$ cat config.mk
export PLATFORM = sky130hd
export DESIGN_NAME = mbc3_bank_mapper_decoder
export DESIGN_NICKNAME = d
export VERILOG_FILES = /design/src/sv/mbc3_pkg.sv /design/src/sv/mbc3_in_reg.sv /design/src/sv/mbc3_core.sv /design/src/sv/mbc3_out_reg.sv /design/src/sv/mbc3_bank_mapper_decoder.sv
export SDC_FILE = /design/constraint.sdc
export NUM_CORES = 1
export LEC_CHECK = 0
export BUFFER_PORTS_ARGS = -buffer_cell sky130_fd_sc_hd__buf_4
export CAP_MARGIN = 15
export CORE_MARGIN = 5
export CORE_UTILIZATION = 35
export DETAILED_ROUTE_END_ITERATION = 10
export GPL_ROUTABILITY_DRIVEN = 0
export GPL_TIMING_DRIVEN = 1
export PLACE_DENSITY = 0.65
export REMOVE_ABC_BUFFERS = 1
export SLEW_MARGIN = 0
export SYNTH_ARGS = -nofsm -noshare
export SYNTH_HDL_FRONTEND = slang
export SYNTH_SLANG_ARGS = --single-unit
$ cat constraint.sdc
create_clock -name clk -period 2.6 [get_ports clk]
set_clock_uncertainty 0.1 [all_clocks]
set_input_delay 0.39 -clock clk [delete_from_list [all_inputs] [get_ports clk]]
set_output_delay 0.39 -clock clk [all_outputs]
set_load 0.005 [all_outputs]
$ cat src/sv/mbc3_pkg.sv
// Shared types, region codes and constants for the MBC3 bank mapper and decoder.
package mbc3_pkg;

    localparam int ADDR_W      = 16;
    localparam int DATA_W      = 8;
    localparam int TARGET_W    = 4;
    localparam int ROM_BANK_W  = 7;
    localparam int RAM_SEL_W   = 4;
    localparam int CLK_REG_W   = 3;
    localparam int S_TDATA_W   = 24;
    localparam int M_TDATA_W   = 24;

    localparam logic [TARGET_W-1:0] T_NONE    = 4'd0;
    localparam logic [TARGET_W-1:0] T_ROM0    = 4'd1;
    localparam logic [TARGET_W-1:0] T_ROMN    = 4'd2;
    localparam logic [TARGET_W-1:0] T_VRAM    = 4'd3;
    localparam logic [TARGET_W-1:0] T_CARTRAM = 4'd4;
    localparam logic [TARGET_W-1:0] T_CLOCK   = 4'd5;
    localparam logic [TARGET_W-1:0] T_WRAM0   = 4'd6;
    localparam logic [TARGET_W-1:0] T_WRAMN   = 4'd7;
    localparam logic [TARGET_W-1:0] T_OAM     = 4'd8;
    localparam logic [TARGET_W-1:0] T_IO      = 4'd9;
    localparam logic [TARGET_W-1:0] T_HRAM    = 4'd10;
    localparam logic [TARGET_W-1:0] T_IE      = 4'd11;
    localparam logic [TARGET_W-1:0] T_UNUSED  = 4'd12;

    localparam logic [1:0] REG_RAM_ENABLE = 2'd0;
    localparam logic [1:0] REG_ROM_BANK   = 2'd1;
    localparam logic [1:0] REG_RAM_SELECT = 2'd2;
    localparam logic [1:0] REG_LATCH      = 2'd3;

    localparam logic [3:0]          RAM_ENABLE_KEY  = 4'hA;
    localparam logic [RAM_SEL_W-1:0] CART_SEL_LIMIT = 4'h4;
    localparam logic [RAM_SEL_W-1:0] CLK_SEL_LOW    = 4'h8;
    localparam logic [RAM_SEL_W-1:0] CLK_SEL_LIMIT  = 4'hD;
    localparam logic [DATA_W-1:0]   LATCH_ARM       = 8'h00;
    localparam logic [DATA_W-1:0]   LATCH_FIRE      = 8'h01;

    localparam logic [ADDR_W-1:0] ECHO_END   = 16'hFE00;
    localparam logic [7:0]        OAM_END    = 8'hA0;
    localparam logic [ADDR_W-1:0] IE_ADDR    = 16'hFFFF;

    typedef struct packed {
        logic              opcode;
        logic [ADDR_W-1:0] address;
        logic [DATA_W-1:0] write_data;
    } in_item_t;

    typedef struct packed {
        logic [TARGET_W-1:0]   target;
        logic                  write_strobe;
        logic                  mirror_read;
        logic [ROM_BANK_W-1:0] rom_bank_index;
        logic [RAM_SEL_W-1:0]  ram_bank;
        logic                  ram_enabled;
        logic [CLK_REG_W-1:0]  clock_register;
        logic                  latch_pulse;
    } res_item_t;

    typedef struct packed {
        logic advance;
    } pipe_ctl_t;

endpackage

$ cat src/sv/mbc3_in_reg.sv
// Input request register with stream handshake.
module mbc3_in_reg (
    input  logic                            clk,
    input  logic                            rst_n,
    input  logic                            s_tvalid,
    output logic                            s_tready,
    input  logic [mbc3_pkg::S_TDATA_W-1:0]  s_tdata,
    input  logic                            s_tuser,
    input  mbc3_pkg::pipe_ctl_t             ctl,
    output logic                            valid,
    output mbc3_pkg::in_item_t              item
);

    logic               valid_reg;
    logic               valid_next;
    mbc3_pkg::in_item_t item_reg;
    logic               accept;

    assign s_tready   = !valid_reg || ctl.advance;
    assign accept     = s_tvalid && s_tready;
    assign valid_next = accept || (valid_reg && !ctl.advance);

    always_ff @(posedge clk or negedge rst_n)
    begin
        if (!rst_n)
        begin
            valid_reg <= 1'b0;
        end
        else
        begin
            valid_reg <= valid_next;
        end
    end

    always_ff @(posedge clk)
    begin
        if (accept)
        begin
            item_reg.opcode     <= s_tuser;
            item_reg.address    <= s_tdata[15:0];
            item_reg.write_data <= s_tdata[23:16];
        end
    end

    assign valid = valid_reg;
    assign item  = item_reg;

endmodule

$ cat src/sv/mbc3_core.sv
// Controller registers and address decode for one bus request.
module mbc3_core (
    input  logic                clk,
    input  logic                rst_n,
    input  mbc3_pkg::pipe_ctl_t ctl,
    input  mbc3_pkg::in_item_t  item,
    output mbc3_pkg::res_item_t result
);

    logic                                ram_enable_reg;
    logic                                ram_enable_next;
    logic [mbc3_pkg::ROM_BANK_W-1:0]     rom_bank_reg;
    logic [mbc3_pkg::ROM_BANK_W-1:0]     rom_bank_next;
    logic [mbc3_pkg::RAM_SEL_W-1:0]      ram_select_reg;
    logic [mbc3_pkg::RAM_SEL_W-1:0]      ram_select_next;
    logic [mbc3_pkg::DATA_W-1:0]         last_latch_reg;
    logic [mbc3_pkg::DATA_W-1:0]         last_latch_next;

    logic                                wr;
    logic [mbc3_pkg::ADDR_W-1:0]         a;
    logic [mbc3_pkg::DATA_W-1:0]         d;
    logic [mbc3_pkg::ROM_BANK_W-1:0]     bank_raw;
    logic [mbc3_pkg::TARGET_W-1:0]       cart_tgt;
    logic [mbc3_pkg::TARGET_W-1:0]       tgt;
    logic                                strobe;
    logic                                mirror;
    logic                                latch;
    logic [mbc3_pkg::RAM_SEL_W-1:0]      clk_sel;

    assign wr       = item.opcode;
    assign a        = item.address;
    assign d        = item.write_data;
    assign bank_raw = d[mbc3_pkg::ROM_BANK_W-1:0];
    assign clk_sel  = ram_select_reg - mbc3_pkg::CLK_SEL_LOW;

    always_comb
    begin
        if (!ram_enable_reg)
        begin
            cart_tgt = mbc3_pkg::T_NONE;
        end
        else if (ram_select_reg < mbc3_pkg::CART_SEL_LIMIT)
        begin
            cart_tgt = mbc3_pkg::T_CARTRAM;
        end
        else if (ram_select_reg >= mbc3_pkg::CLK_SEL_LOW
                 && ram_select_reg < mbc3_pkg::CLK_SEL_LIMIT)
        begin
            cart_tgt = mbc3_pkg::T_CLOCK;
        end
        else
        begin
            cart_tgt = mbc3_pkg::T_NONE;
        end
    end

    always_comb
    begin
        ram_enable_next = ram_enable_reg;
        rom_bank_next   = rom_bank_reg;
        ram_select_next = ram_select_reg;
        last_latch_next = last_latch_reg;
        tgt             = mbc3_pkg::T_NONE;
        strobe          = 1'b0;
        mirror          = 1'b0;
        latch           = 1'b0;

        if (!a[15])
        begin
            tgt = a[14] ? mbc3_pkg::T_ROMN : mbc3_pkg::T_ROM0;
            if (wr)
            begin
                case (a[14:13])
                    mbc3_pkg::REG_RAM_ENABLE:
                    begin
                        ram_enable_next = (d[3:0] == mbc3_pkg::RAM_ENABLE_KEY);
                    end
                    mbc3_pkg::REG_ROM_BANK:
                    begin
                        rom_bank_next = (bank_raw == '0) ? '0 : bank_raw - 1'b1;
                    end
                    mbc3_pkg::REG_RAM_SELECT:
                    begin
                        ram_select_next = d[mbc3_pkg::RAM_SEL_W-1:0];
                    end
                    default:
                    begin
                        latch = (d == mbc3_pkg::LATCH_FIRE)
                                && (last_latch_reg == mbc3_pkg::LATCH_ARM);
                        last_latch_next = d;
                    end
                endcase
            end
        end
        else
        begin
            case (a[14:13])
                2'b00:
                begin
                    tgt    = mbc3_pkg::T_VRAM;
                    strobe = wr;
                end
                2'b01:
                begin
                    tgt    = cart_tgt;
                    strobe = wr && (cart_tgt != mbc3_pkg::T_NONE);
                end
                2'b10:
                begin
                    tgt    = a[12] ? mbc3_pkg::T_WRAMN : mbc3_pkg::T_WRAM0;
                    strobe = wr;
                end
                default:
                begin
                    if (a < mbc3_pkg::ECHO_END)
                    begin
                        tgt    = wr ? mbc3_pkg::T_NONE : mbc3_pkg::T_WRAM0;
                        mirror = !wr;
                    end
                    else if (!a[8])
                    begin
                        if (a[7:0] < mbc3_pkg::OAM_END)
                        begin
                            tgt    = mbc3_pkg::T_OAM;
                            strobe = wr;
                        end
                        else
                        begin
                            tgt = mbc3_pkg::T_UNUSED;
                        end
                    end
                    else if (!a[7])
                    begin
                        tgt    = mbc3_pkg::T_IO;
                        strobe = wr;
                    end
                    else if (a == mbc3_pkg::IE_ADDR)
                    begin
                        tgt    = mbc3_pkg::T_IE;
                        strobe = wr;
                    end
                    else
                    begin
                        tgt    = mbc3_pkg::T_HRAM;
                        strobe = wr;
                    end
                end
            endcase
        end
    end

    always_ff @(posedge clk or negedge rst_n)
    begin
        if (!rst_n)
        begin
            ram_enable_reg <= 1'b0;
            rom_bank_reg   <= '0;
            ram_select_reg <= '0;
            last_latch_reg <= '0;
        end
        else if (ctl.advance)
        begin
            ram_enable_reg <= ram_enable_next;
            rom_bank_reg   <= rom_bank_next;
            ram_select_reg <= ram_select_next;
            last_latch_reg <= last_latch_next;
        end
    end

    assign result.target         = tgt;
    assign result.write_strobe   = strobe;
    assign result.mirror_read    = mirror;
    assign result.rom_bank_index = rom_bank_next;
    assign result.ram_bank       = ram_select_next;
    assign result.ram_enabled    = ram_enable_next;
    assign result.clock_register = (tgt == mbc3_pkg::T_CLOCK)
                                   ? clk_sel[mbc3_pkg::CLK_REG_W-1:0] : '0;
    assign result.latch_pulse    = latch;

endmodule

$ cat src/sv/mbc3_out_reg.sv
// Result register with stream handshake and pipeline advance control.
module mbc3_out_reg (
    input  logic                            clk,
    input  logic                            rst_n,
    input  logic                            in_valid,
    input  mbc3_pkg::res_item_t             result,
    output mbc3_pkg::pipe_ctl_t             ctl,
    output logic                            m_tvalid,
    input  logic                            m_tready,
    output logic [mbc3_pkg::M_TDATA_W-1:0]  m_tdata
);

    logic                valid_reg;
    logic                valid_next;
    mbc3_pkg::res_item_t res_reg;
    logic                advance;

    assign advance    = in_valid && (!valid_reg || m_tready);
    assign valid_next = advance || (valid_reg && !m_tready);

    always_ff @(posedge clk or negedge rst_n)
    begin
        if (!rst_n)
        begin
            valid_reg <= 1'b0;
        end
        else
        begin
            valid_reg <= valid_next;
        end
    end

    always_ff @(posedge clk)
    begin
        if (advance)
        begin
            res_reg <= result;
        end
    end

    assign ctl.advance = advance;
    assign m_tvalid    = valid_reg;
    assign m_tdata     = {2'b00,
                          res_reg.latch_pulse,
                          res_reg.clock_register,
                          res_reg.ram_enabled,
                          res_reg.ram_bank,
                          res_reg.rom_bank_index,
                          res_reg.mirror_read,
                          res_reg.write_strobe,
                          res_reg.target};

endmodule

$ cat src/sv/mbc3_bank_mapper_decoder.sv
// Top level of the MBC3 bank mapper and 16-bit bus address decoder.
// A request passes from the input register through the decode into the result register.
// Throughput: one request per cycle while m_tready is high; both registers keep it going.
// Controller registers change as a request moves into the result register.
// Reset (rst_n low, asynchronous): pipeline empty, RAM disabled, ROM bank 1,
// select 0, last latch byte 0.
module mbc3_bank_mapper_decoder (
    input  logic                            clk,
    input  logic                            rst_n,
    input  logic                            s_tvalid,
    output logic                            s_tready,
    input  logic [mbc3_pkg::S_TDATA_W-1:0]  s_tdata,  // address[15:0], write_data[23:16]
    input  logic                            s_tuser,  // opcode
    output logic                            m_tvalid,
    input  logic                            m_tready,
    output logic [mbc3_pkg::M_TDATA_W-1:0]  m_tdata   // target[3:0], write_strobe[4],
                                                      // mirror_read[5], rom_bank_index[12:6],
                                                      // ram_bank[16:13], ram_enabled[17],
                                                      // clock_register[20:18],
                                                      // latch_pulse[21], zero[23:22]
);

    mbc3_pkg::pipe_ctl_t ctl;
    mbc3_pkg::in_item_t  item;
    mbc3_pkg::res_item_t result;
    logic                item_valid;

    mbc3_in_reg u_in (
        .clk      (clk),
        .rst_n    (rst_n),
        .s_tvalid (s_tvalid),
        .s_tready (s_tready),
        .s_tdata  (s_tdata),
        .s_tuser  (s_tuser),
        .ctl      (ctl),
        .valid    (item_valid),
        .item     (item)
    );

    mbc3_core u_core (
        .clk    (clk),
        .rst_n  (rst_n),
        .ctl    (ctl),
        .item   (item),
        .result (result)
    );

    mbc3_out_reg u_out (
        .clk      (clk),
        .rst_n    (rst_n),
        .in_valid (item_valid),
        .result   (result),
        .ctl      (ctl),
        .m_tvalid (m_tvalid),
        .m_tready (m_tready),
        .m_tdata  (m_tdata)
    );

endmodule

Word-level counts from Yosys, hierarchy flattened:

Cells that the tools add are included.

* mux-type cells: 27
* $add $sub $neg: 2
* order comparisons: 5
* reduce and logical (&&, ||, !) cells: 25
* equality and inequality tests: 6
* bitwise operators: 4

Operators with widths (number)
* two-way mux 4 bit: 9
* two-way mux 7 bit: 4
* equality test 16 bit (second input constant): 1
* < comparator 16 bit (second input constant): 1
* one-hot mux 4 bit (3 select lines): 1
* OR reduction 5 bit: 2
* two-way mux 3 bit: 3
* equality test 8 x 1 -> 1 bit (second input constant): 1
* zero test 8 bit: 1
* < comparator 8 bit (second input constant): 1
* two-way mux 1 bit: 8
* logical AND 1 bit: 7
* zero test 7 bit: 1
* subtractor 7 x 1 -> 7 bit (second input constant): 1
* zero test 1 bit: 5
* equality test 4 x 3 -> 1 bit (second input constant): 1
* equality test 4 bit (second input constant): 1
* greater-or-equal comparator 4 bit (second input constant): 1
* logical OR 1 bit: 4
* < comparator 4 x 3 -> 1 bit (second input constant): 1
* < comparator 4 bit (second input constant): 1
* NOT 1 bit: 4
* AND reduction 4 bit: 1
* nonzero test 4 bit: 1
* 8 further kinds: 8

* output and inout bits: 26
* flip-flop bits (word level): 69
* input bits: 29
* logic and storage cells: 86

Longest topological paths before layout:

* depth in word-level cells: 8
* mapped depth: 5
* depth with buffers taken out: 5

Modules after synthesis:

Synthesis repeated with hierarchy kept, for this count alone.

* cell total of the unflattened synthesis: 215
* area, all modules: 2880.3 µm²

Modules (own cells, without submodules)
* mbc3_core: cells an instance 157, times used 1, sequential area each 500.5 µm², area an instance 1352.5 µm²
* mbc3_in_reg: cells an instance 29, times used 1, sequential area each 775.7 µm², area an instance 804.5 µm²
* mbc3_out_reg: cells an instance 29, times used 1, sequential area each 685.7 µm², area an instance 723.2 µm²

Worst setup path before layout:

No wires, ideal clock.

* path kind: reg-to-reg
* start: reg u_out.valid_reg, in the netlist u_out.m_tvalid
* end: reg u_out.res_reg, in the netlist u_out.m_tdata[0] (enable)
* period minus slack after synthesis: 2.131 ns
* data required time: 2.099 ns
* path buffers: 1
* data arrival time: 1.631 ns
* cell stages (with the launch flop): 4
* library setup time: 0.401 ns
* path slack: 0.469 ns
* cell sequence: dfrtp_1 nor2b_1 clkbuf_1 nor2_1

* cells in the longest elaborated chain, start to end: 3

RTL lines
* start, declared: RTL line mbc3_out_reg.sv:13 `logic valid_reg;`
* start signal, assigned: RTL line mbc3_out_reg.sv:29 `valid_reg <= valid_next;`
* zero test 1 bit: RTL line mbc3_out_reg.sv:18 `assign advance = in_valid && (!valid_reg || m_tready);`
* logical OR 1 bit: RTL line mbc3_out_reg.sv:18
* logical AND 1 bit: RTL line mbc3_out_reg.sv:18
* net ctl: RTL line mbc3_bank_mapper_decoder.sv:23 `mbc3_pkg::pipe_ctl_t ctl;`
* end signal, assigned: RTL line mbc3_out_reg.sv:37 `res_reg <= result;`
* end, declared: RTL line mbc3_out_reg.sv:15 `mbc3_pkg::res_item_t res_reg;`

The timed path passes the listed nets, and every way through them passes these cells.
A chain may end at the register's enable or synchronous reset.

Worst setup path after layout:

* start: reg u_out.valid_reg, in the netlist u_out.m_tvalid
* end: out s_tready

* cells in the longest elaborated chain, start to end: 4

RTL lines
* zero test 1 bit: RTL line mbc3_out_reg.sv:18
* logical OR 1 bit: RTL line mbc3_out_reg.sv:18
* logical AND 1 bit: RTL line mbc3_out_reg.sv:18
* logical OR 1 bit: RTL line mbc3_in_reg.sv:19 `assign s_tready = !valid_reg || ctl.advance;`
* end, declared: RTL line mbc3_bank_mapper_decoder.sv:11 `output logic s_tready,`

Every way passes these cells.

==> impl_metrics.toml <==
[run_status]
status = "finished clean"

[cells_and_area]
area_delta_synth_final_pct = 22.2
finalNetCount = 301
antenna_cells = 0
largest_reg_flops = 25
layoutNonFillerInstCount = 379
drive_gt1_frac = 0.343
fillers = 778

[min_path]
whs_endpoint = "u_in.item[7]"
min_path_cells = 1
min_from = "s_tdata[23]"
worst_hold_path_type = "primary input to register"

[clocking]
ctsResizeCount = 0
root_buffer = "clkbuf_8"
cts_tree = "built"
cts_hold_buf = 1
clock_latency_ns = 0.34
clock_sinks = 69
cts_setup_buffers = 0
cts_buffers = 9
cts-htree-levels = 3
clock_path_buffers = 2
clk_pin_slew_worst_paths_ns = 0.07

[setup_path]
crit_family = "simple AND/OR/NAND/NOR gates"
path_class = "register to primary output"
crit_buf_inv = 1
crit_fanout = 8
worstReg2RegStart = "u_in.item[0]"
worstSetupStartpointType = "register"
end_kind = "primary output"
slowest_stage = "nor2b_1"
max_stage_delay_ns = 0.56
path_cells = "nor2b_1 > nand2_1 > buf_4"
reg2regPathDepth = 5
r2r_slack_ns = 0.61
arrival_ns = 1.62
rr_endpoint = "u_out.m_tdata[12]"
required_ns = 2.11

[sta]
timing.final.crit_period_ns = 2.11
drv_slew = 0
fin_crit_sh = 0.812
slew_headroom = 0.552
tns_ns = 0
rsz0062_at_grt = "no"
hold_violations = 0
setup_viol = 0
fmax_mhz = 474
tightest_slew_ns = 0.671

[logic_synthesis]
ys_warn_count = 0
synth.ff_latch_count = 69
syn_avg_cell_area_sq_um = 14.1
synthesis.area_sq_um = 2990
yosysSeqAreaShare = 0.657
synthFlopType = "edfxtp_1"
synth_edf_count = 47
ys_types = 50
netlist_instances = 212
synthArstFlopShare = 0.319

[routing]
antenna_left = 0
wirelength_um = 5670
firstDrtPassIters = 4
drc = 0
drtIter0Drc = 102
wl_per_cell_um = 15.0
vias_per_cell = 5.04
via_count = 1912

[floorplan]
die_area_sq_um = 10500
rows = 33
num_io_pins = 55
die_height_um = 102
die_w_um = 102
coreArea_sq_um = 8260
start_util = 0.362

[placed_design]
dp_cells = 362
dp_hpwl_um = 4200
port-buffer-count = 52

[global_route]
globalRouteOverflowTotal = 0
grt_pass1_vias = 2014
grtUsageTotal = 0.120
grt_pass1_wl_um = 9560
grt_max_degree = 26
antenna_found_initial = 0

[run]
cap_viol_max_count = 0

[pwr]
p_leak_nw = 1.43
power_density_nw_per_um2 = 695
peakVddDrop_uv = 228
==> stage by stage <==
| stage | cell area, sq um | hold slack [ns] | setup slack, ns | util | total power [mW] |
|---|---|---|---|---|---|
| detailed placement | 3470 | 0.203 | 0.572 | 0.420 | 1.83 |
| global placement | 3470 | 0.202 | 0.584 | 0.420 | 1.82 |
| floorplan | 2920 | -0.00559 | 0.492 | - | 1.65 |
| global route | 3650 | 0.0990 | 0.360 | 0.442 | 2.67 |
| CTS | 3650 | 0.110 | 0.462 | 0.442 | 2.56 |
| finish | 3650 | 0.125 | 0.489 | 0.442 | 2.54 |
==> cells in the final DEF, fill, tap and decap left out, types with 5 or more instances in the layout <==
cell type and n:
buf_4 56, edfxtp_1 47, dfrtp_1 22, mux2_2 16, o31ai_1 14, nand2_1 10
clkbuf_8 9, inv_1 8, a31oi_1 7, nor2_1 6, o21ai_0 6, nor3_1 6
nand4_1 5
==> worst max-delay path by stage <==
stage,end,cells after the start,slack (ns),from
finish,s_tready,3,0.49,u_out.m_tvalid
global route,s_tready,3,0.36,u_out.m_tvalid
CTS,s_tready,3,0.46,u_out.m_tvalid
detailed placement,u_in.item[11],5,0.57,m_tready
floorplan,u_out.m_tdata[0],2,0.49,u_in.valid
global placement,u_in.item[11],5,0.58,m_tready
==> power by group <==
group / switching [mW] / leakage [nW] / internal [mW] / total [mW]
combinational: 0.161 / 0.627 / 0.193 / 0.353
clock: 0.389 / 0.0759 / 0.342 / 0.731
sequential: 0.0990 / 0.727 / 1.35 / 1.45
==> cells by family (layout without fill, tap and decap cells) <==
| family | count (synthesis) | in the layout | synth area share |
|---|---|---|---|
| other cells | 1 | 2 | 0.00126 |
| mux | 18 | 18 | 0.0670 |
| xor+xnor | 1 | 1 | 0.00293 |
| fa+ha+maj | 3 | 3 | 0.0126 |
| compound gates | 40 | 40 | 0.0951 |
| buf+inv | 20 | 81 | 0.0348 |
| simple gates | 60 | 60 | 0.129 |
| flops | 69 | 69 | 0.657 |
==> cell type report <==
class                      count  area, sq um  share of cell area
sequential                    69         1960               0.538
clock buffer                  10          128              0.0350
multi-input combinational    124          927               0.254
tap                          105          131              0.0360
clock inverter                 6         40.0              0.0110
inverter                       8         30.0             0.00823
timing repair buffer          57          430               0.118
==> per-layer routing <==
metal,global-route usage,share of wire,up-vias
li1,-,-,940
met1,0.158,0.46,907
met2,0.179,0.46,57
met3,0.0382,0.065,8
met4,0.0565,0.017,0
met5,0,0,-
==> cell usage after synthesis, types with 3 or more instances <==
library cell / number / share of area
nand2b_1: 3 / 0.0063
ha_1: 3 / 0.013
inv_1: 8 / 0.010
buf_4: 4 / 0.010
o21ai_0: 6 / 0.010
nand2_1: 10 / 0.013
buf_2: 5 / 0.0084
nor3_1: 6 / 0.010
nand3_1: 3 / 0.0050
nand4_1: 5 / 0.010
and4_1: 3 / 0.0088
nor2_1: 7 / 0.0088
a211oi_1: 3 / 0.0075
mux2_2: 16 / 0.060
a31oi_1: 7 / 0.015
o31ai_1: 14 / 0.035
edfxtp_1: 47 / 0.47
dfrtp_1: 22 / 0.18
==> worst reg2reg max path: stages, from the launching register on <==
cell and delay, ns:
edfxtp_1 0.50, inv_1 0.13, ha_1 0.20, or3b_1 0.42, o31ai_1 0.27, o21ai_0 0.12
Note: power is estimated with default switching activity, not from simulation.
